### src/hw/rtl/earc_pkg.sv
// Package for the rule classifier: transaction types, codes, and rule entry type.
package earc_pkg;

    localparam int TABLE_DEPTH_DEF = 16;

    localparam logic [1:0] CMD_ADD      = 2'd0;
    localparam logic [1:0] CMD_REMOVE   = 2'd1;
    localparam logic [1:0] CMD_CLASSIFY = 2'd2;

    localparam logic [1:0] ST_OK        = 2'd0;
    localparam logic [1:0] ST_FULL      = 2'd1;
    localparam logic [1:0] ST_NOT_FOUND = 2'd2;

    localparam logic [15:0] ETYPE_ARP  = 16'h0806;
    localparam logic [15:0] ETYPE_IPV4 = 16'h0800;

    typedef struct packed {
        logic [1:0]  cmd;
        logic [15:0] entry_id;
        logic [1:0]  rule_type;
        logic [15:0] ethertype;
        logic [47:0] eth_src;
        logic [47:0] eth_dst;
        logic [47:0] sender_mac;
        logic [31:0] sender_ip;
        logic [31:0] target_ip;
        logic [31:0] ip_dst;
    } t_in;

    typedef struct packed {
        logic [1:0]  status;
        logic        hit;
        logic [15:0] result_id;
        logic [1:0]  match_kind;
    } t_out;

    typedef struct packed {
        logic [1:0]  kind;
        logic [15:0] proto;
        logic [47:0] src_mac;
        logic [47:0] dst_mac;
        logic [47:0] sender_mac;
        logic [31:0] sender_ip;
        logic [31:0] target_ip;
        logic [31:0] ip_dst;
        logic [15:0] id;
    } t_rule;

    typedef enum logic [1:0] {
        S_IDLE,
        S_PREP,
        S_SCAN
    } t_state;

endpackage

### src/hw/rtl/earc_cell.sv
// One rule cell: holds a rule, loads or takes its neighbor's rule, flags a match.
module earc_cell (
    input  logic           i_clk,
    input  logic           i_load,
    input  logic           i_shift,
    input  earc_pkg::t_rule i_new,
    input  earc_pkg::t_rule i_next,
    input  earc_pkg::t_in  i_req,
    output earc_pkg::t_rule o_rule,
    output logic           o_match
);

    earc_pkg::t_rule r_rule;
    logic            r_match;
    logic            n_match;
    logic            kind_hit;
    logic            et_ok;

    always_comb begin
        et_ok = (i_req.ethertype == earc_pkg::ETYPE_ARP) ||
                (i_req.ethertype == earc_pkg::ETYPE_IPV4);
        case (r_rule.kind)
            2'd0: kind_hit = (r_rule.dst_mac == i_req.eth_dst) &&
                             (r_rule.sender_ip == i_req.sender_ip);
            2'd1: kind_hit = (r_rule.dst_mac == i_req.eth_dst) &&
                             (r_rule.src_mac == i_req.eth_src) &&
                             (r_rule.ip_dst != i_req.ip_dst);
            2'd2: kind_hit = (r_rule.src_mac == i_req.eth_src) &&
                             (r_rule.sender_mac == i_req.sender_mac) &&
                             (r_rule.sender_ip == i_req.sender_ip) &&
                             (r_rule.target_ip == i_req.target_ip);
            default: kind_hit = (r_rule.src_mac == i_req.eth_src) &&
                                (r_rule.sender_mac == i_req.sender_mac) &&
                                (r_rule.sender_ip == i_req.sender_ip);
        endcase
        if (i_req.cmd == earc_pkg::CMD_REMOVE) begin
            n_match = (r_rule.id == i_req.entry_id);
        end else begin
            n_match = et_ok && (r_rule.proto == i_req.ethertype) && kind_hit;
        end
    end

    always_ff @(posedge i_clk) begin
        r_match <= n_match;
        if (i_load) begin
            r_rule <= i_new;
        end else if (i_shift) begin
            r_rule <= i_next;
        end
    end

    assign o_rule  = r_rule;
    assign o_match = r_match;

endmodule

### config.mk
export PLATFORM = sky130hd
export DESIGN_NAME = earc_cell
export DESIGN_NICKNAME = d
export VERILOG_FILES = /design/src/hw/rtl/earc_pkg.sv /design/src/hw/rtl/earc_cell.sv
export SDC_FILE = /design/constraint.sdc
export NUM_CORES = 1
export LEC_CHECK = 0
export BUFFER_PORTS_ARGS = -buffer_cell sky130_fd_sc_hd__buf_2
export CORE_AREA = 2 2 429 431
export DETAILED_ROUTE_END_ITERATION = 10
export DIE_AREA = 0 0 431 433
export GPL_TIMING_DRIVEN = 0
export MAX_ROUTING_LAYER = met4
export PLACE_DENSITY_LB_ADDON = 0.3
export SETUP_SLACK_MARGIN = 0.05
export SYNTH_ARGS = -nofsm -noshare
export SYNTH_HDL_FRONTEND = slang
export SYNTH_SLANG_ARGS = --single-unit
### constraint.sdc
create_clock -name i_clk -period 6.7 [get_ports i_clk]
set_input_delay 2.01 -clock i_clk [delete_from_list [all_inputs] [get_ports i_clk]]
set_output_delay 2.01 -clock i_clk [all_outputs]
set_load 0.005 [all_outputs]
==> metrics.md <==
| Metric | Value |
|---|---|
| Nets | `2,933` |
| Top Ports | `1,102` |
| Dominant combinational cell family by area after synthesis | `multiplexers` |
| Max Buffers Root-to-Sink | `3` |
| Die extent in y | `433 µm` |
| Worst path setup slack after routing | `1.75 ns` |
| Number of I/O port buffers | `1,098` |
| First-pass GRT wire length | `160,000 µm` |
| Filler cell count in the final layout | `20,700` |
| Total of max-cap violations | `0` |
| Antenna-violating nets left | `0` |
| Number of violations reported at the end of detailed-routing iteration 0 | `715` |
| Crit path required time | `7.00 ns` |
| Clk Tree Root Cell | `sky130_fd_sc_hd__clkbuf_16` |
| Synthesized instance count | `951` |
| Count of unresolved DRC violations after routing | `0` |
| Critical path class | `in -> reg` |
| Worst path bufs/invs | `5` |
| CTS tree | `built` |
| Layout Area Growth over Synthesis | `71.0%` |
| CTS Buf Count | `47` |
| Worst r2r path cells | `6` |
| Count of cells resized by post-cts repair | `0` |
| Syn avg cell area | `15.2 µm²` |
| Leakage Power | `10.1 nW` |
| CTS clk-pin slew, worst paths | `0.06 ns` |
| Number of global-route vias before repair | `14,100` |
| Fin. max-slew vios | `0` |
| Initial antenna violation count | `54` |
| Router iterations before antenna repair | `5` |
| CORE AREA | `182,000 µm²` |
| Post-route clock period utilization | `0.738` |
| Largest stage delay, worst path | `0.70 ns` |
| Worst endpoint data arrival time | `5.24 ns` |
| Start of the worst register-to-register path | `o_rule[122]$_DFFE_PP_` |
| Final-report hold violation count | `0` |
| Share of cell area taken by muxes after synthesis | `0.214` |
| Startpoint kind of the worst setup timing path | `primary input` |
| Cell row count | `157` |
| Peak clock frequency supported by timing | `202 MHz` |
| Beginning of the worst hold path | `o_rule[186]$_DFFE_PP_` |
| Routed WL per cell | `29.3 µm` |
| Skew final | `0.0349 ns` |
| Non-filler cells in the finished layout | `4,542` |
| Pin count of the biggest net entering global routing | `56` |
| Largest voltage drop on the vdd net | `145 µV` |
| Clock latency on the worst-skew pair | `0.66 ns` |
| Total routing resource utilization after global routing | `0.140` |
| Number of library cell types mapped by synthesis | `26` |
| Overall die area | `187,000 µm²` |
| Overall die width | `431 µm` |
| Total of warnings raised by yosys | `0` |
| Reg2reg end | `o_match$_DFF_P_` |
| Proportion of synthesized chip area in sequential cells | `0.572` |
| Sinks on the clock net | `275` |
| Complex-gate fraction of the synthesized area | `0.00260` |
| Register-to-register setup slack | `3.17 ns` |
| Final HPWL from detailed placement | `116,000 µm` |
| Min Hold Slack | `0.993 ns` |
| Status | `finished, final reports clean` |
| Post-Synth XOR/XNOR Area | `0.157` |
| Cell-by-cell trace of the critical path | `clkbuf_1 > clkbuf_1 > clkbuf_1 > or2_4 > buf_16 > buf_16` |
| Worst setup slack after placement | `0.965 ns` |
| Total length of routed wires | `133,000 µm` |
| Arithmetic-cell share of the synthesized area counting full adders, half adders and majority gates | `0` |
| Setup tns final | `0 ns` |
| Detailed-route via count | `13,600` |
| Netlist Area Pre-Place | `14,400 µm²` |
| Number of failing setup endpoints in the final timing report | `0` |
| Most used cell along the critical path | `sky130_fd_sc_hd__clkbuf_1` |
| Number of synthesized register bits | `275` |
| PD cells | `250 nW/µm²` |
| Hold path endpoint | `o_match$_DFF_P_` |
| Cell count of the worst hold path | `3` |
| Remaining Overflow, GRT | `0` |
| Number of buffers inserted for hold repair after clock tree synthesis | `0` |
| Total power | `6.17 mW` |
| Placed Cells | `4,442` |
| Max-slew headroom | `0.0941` |
| Crit path max fanout | `51` |
| CTS H-Tree Depth | `2` |
| Final critical-path required period | `4.95 ns` |
| Final RePlAce weighted congestion | `0.940` |
| Setup Buffers After CTS | `0` |
| Highest-delay cell along the critical path | `sky130_fd_sc_hd__clkbuf_1` |
| Setup repair after global routing missed its margin | `no` |
| Post-synth net total | `1,778` |
| Simple-gate share of the synthesized area | `0.0467` |
| Effective utilization at floorplan | `0.0792` |
| Worst hold path class | `reg -> reg` |
| Fraction of final layout cells with drive strength greater than 1 | `0.684` |
| CP endpoint kind | `register` |
| Tightest Pin Transition | `1.36 ns` |
| Via-to-Cell Ratio | `2.99` |
| Crit-path leading delay family | `buffers and inverters` |
-- tightest hold or removal path, delay by kind of cell, from the launching register on --
kind             cells  cell delay (ns)
flip-flops           1             0.41
AO/OA/AOI/OAI        2             0.25
AND/OR/NAND/NOR      1             0.24
-- area by class of cell --
cell class,instances,area [µm²],area share
sequential,275,8250,0.334
antenna,15,37.5,0.00152
multi-input combinational,643,6070,0.246
buffer,31,124,0.00502
inverter,2,7.51,0.000304
clock buffer,50,1210,0.0490
tap,2385,2980,0.121
clock inverter,35,314,0.0127
timing repair buffer,1106,5680,0.230
-- where the power goes --
part	internal [mW]	switching [mW]	total, mW
Clock	1.46	1.09	2.56
Sequential	2.13	0.246	2.37
Combinational	0.546	0.691	1.24
-- metal layers --
layer | GRT usage | part of all wire | vias to the layer above
met4 | 0.0407 | 0.027 | 0
met5 | - | 0 | -
met2 | 0.231 | 0.49 | 688
met1 | 0.162 | 0.40 | 6731
li1 | - | - | 5986
met3 | 0.0463 | 0.085 | 156
-- synthesized netlist by cell type --
library cell | number | area share
sky130_fd_sc_hd__a221oi_1 | 1 | 0.00061
sky130_fd_sc_hd__a22oi_1 | 1 | 0.00052
sky130_fd_sc_hd__a31oi_1 | 1 | 0.00043
sky130_fd_sc_hd__and2b_1 | 1 | 0.00052
sky130_fd_sc_hd__clkbuf_1 | 31 | 0.0081
sky130_fd_sc_hd__dfxtp_1 | 1 | 0.0014
sky130_fd_sc_hd__edfxtp_1 | 274 | 0.57
sky130_fd_sc_hd__inv_1 | 2 | 0.00052
sky130_fd_sc_hd__mux2_2 | 274 | 0.21
sky130_fd_sc_hd__nand2_1 | 2 | 0.00052
sky130_fd_sc_hd__nand3_1 | 4 | 0.0014
sky130_fd_sc_hd__nand4_1 | 31 | 0.013
sky130_fd_sc_hd__nand4b_1 | 1 | 0.00061
sky130_fd_sc_hd__nor2b_1 | 1 | 0.00043
sky130_fd_sc_hd__nor3_1 | 5 | 0.0017
sky130_fd_sc_hd__nor3_2 | 1 | 0.00069
sky130_fd_sc_hd__nor4_1 | 53 | 0.023
sky130_fd_sc_hd__nor4_2 | 1 | 0.00087
sky130_fd_sc_hd__nor4b_1 | 2 | 0.0012
sky130_fd_sc_hd__o221ai_1 | 1 | 0.00061
sky130_fd_sc_hd__o22ai_1 | 1 | 0.00043
sky130_fd_sc_hd__or2_2 | 1 | 0.00043
sky130_fd_sc_hd__or4_1 | 2 | 0.0010
sky130_fd_sc_hd__or4_4 | 1 | 0.00078
sky130_fd_sc_hd__xnor2_1 | 74 | 0.045
sky130_fd_sc_hd__xor2_1 | 184 | 0.11
-- cell usage in the layout, fill, tap and decap left out, types with 4 or more instances in the layout --
master	n
sky130_fd_sc_hd__diode_2	15
sky130_fd_sc_hd__nand3_1	4
sky130_fd_sc_hd__clkinv_4	4
sky130_fd_sc_hd__clkbuf_1	27
sky130_fd_sc_hd__nand4_1	31
sky130_fd_sc_hd__inv_6	4
sky130_fd_sc_hd__clkbuf_16	48
sky130_fd_sc_hd__clkinv_1	10
sky130_fd_sc_hd__nor3_1	4
sky130_fd_sc_hd__clkinv_2	8
sky130_fd_sc_hd__buf_2	1098
sky130_fd_sc_hd__nor4_1	52
sky130_fd_sc_hd__xnor2_1	74
sky130_fd_sc_hd__bufinv_16	4
sky130_fd_sc_hd__xor2_1	184
sky130_fd_sc_hd__clkbuf_2	6
sky130_fd_sc_hd__clkinvlp_4	4
sky130_fd_sc_hd__mux2_2	274
sky130_fd_sc_hd__edfxtp_1	274
sky130_fd_sc_hd__buf_16	6
-- cell families after synthesis --
family / Yosys count
muxes: 274
and+or+nand+nor: 106
AOI/OAI and AO/OA: 5
xor gates and xnor gates: 258
buffers and inverters: 33
DFF: 275
-- registers in the layout, summed over array words and instances, names as in the netlist --
| register | flops |
|---|---|
| o_rule | 274 |
| o_match | 1 |
-- metrics by stage --
stage	util	cell area, µm²
finish	0.135	24700
global placement	0.126	22900
floorplan	-	14400
CTS	0.135	24600
detailed placement	0.127	23100
global route	0.135	24700
-- worst max path at each step --
stage	from	end	slack, ns	cells past startpoint
2_1_floorplan	i_load	o_rule[0]$_DFFE_PP_	1.36	4
3_3_place_gp	i_load	o_rule[114]$_DFFE_PP_	-1.60	4
3_5_place_dp	i_load	o_rule[194]$_DFFE_PP_	0.96	6
4_1_cts	i_load	o_rule[166]$_DFFE_PP_	1.70	6
5_1_grt	i_load	o_rule[115]$_DFFE_PP_	1.56	6
6_report	i_load	o_rule[115]$_DFFE_PP_	1.75	6
No activity file was read; power rests on OpenSTA's default activity.
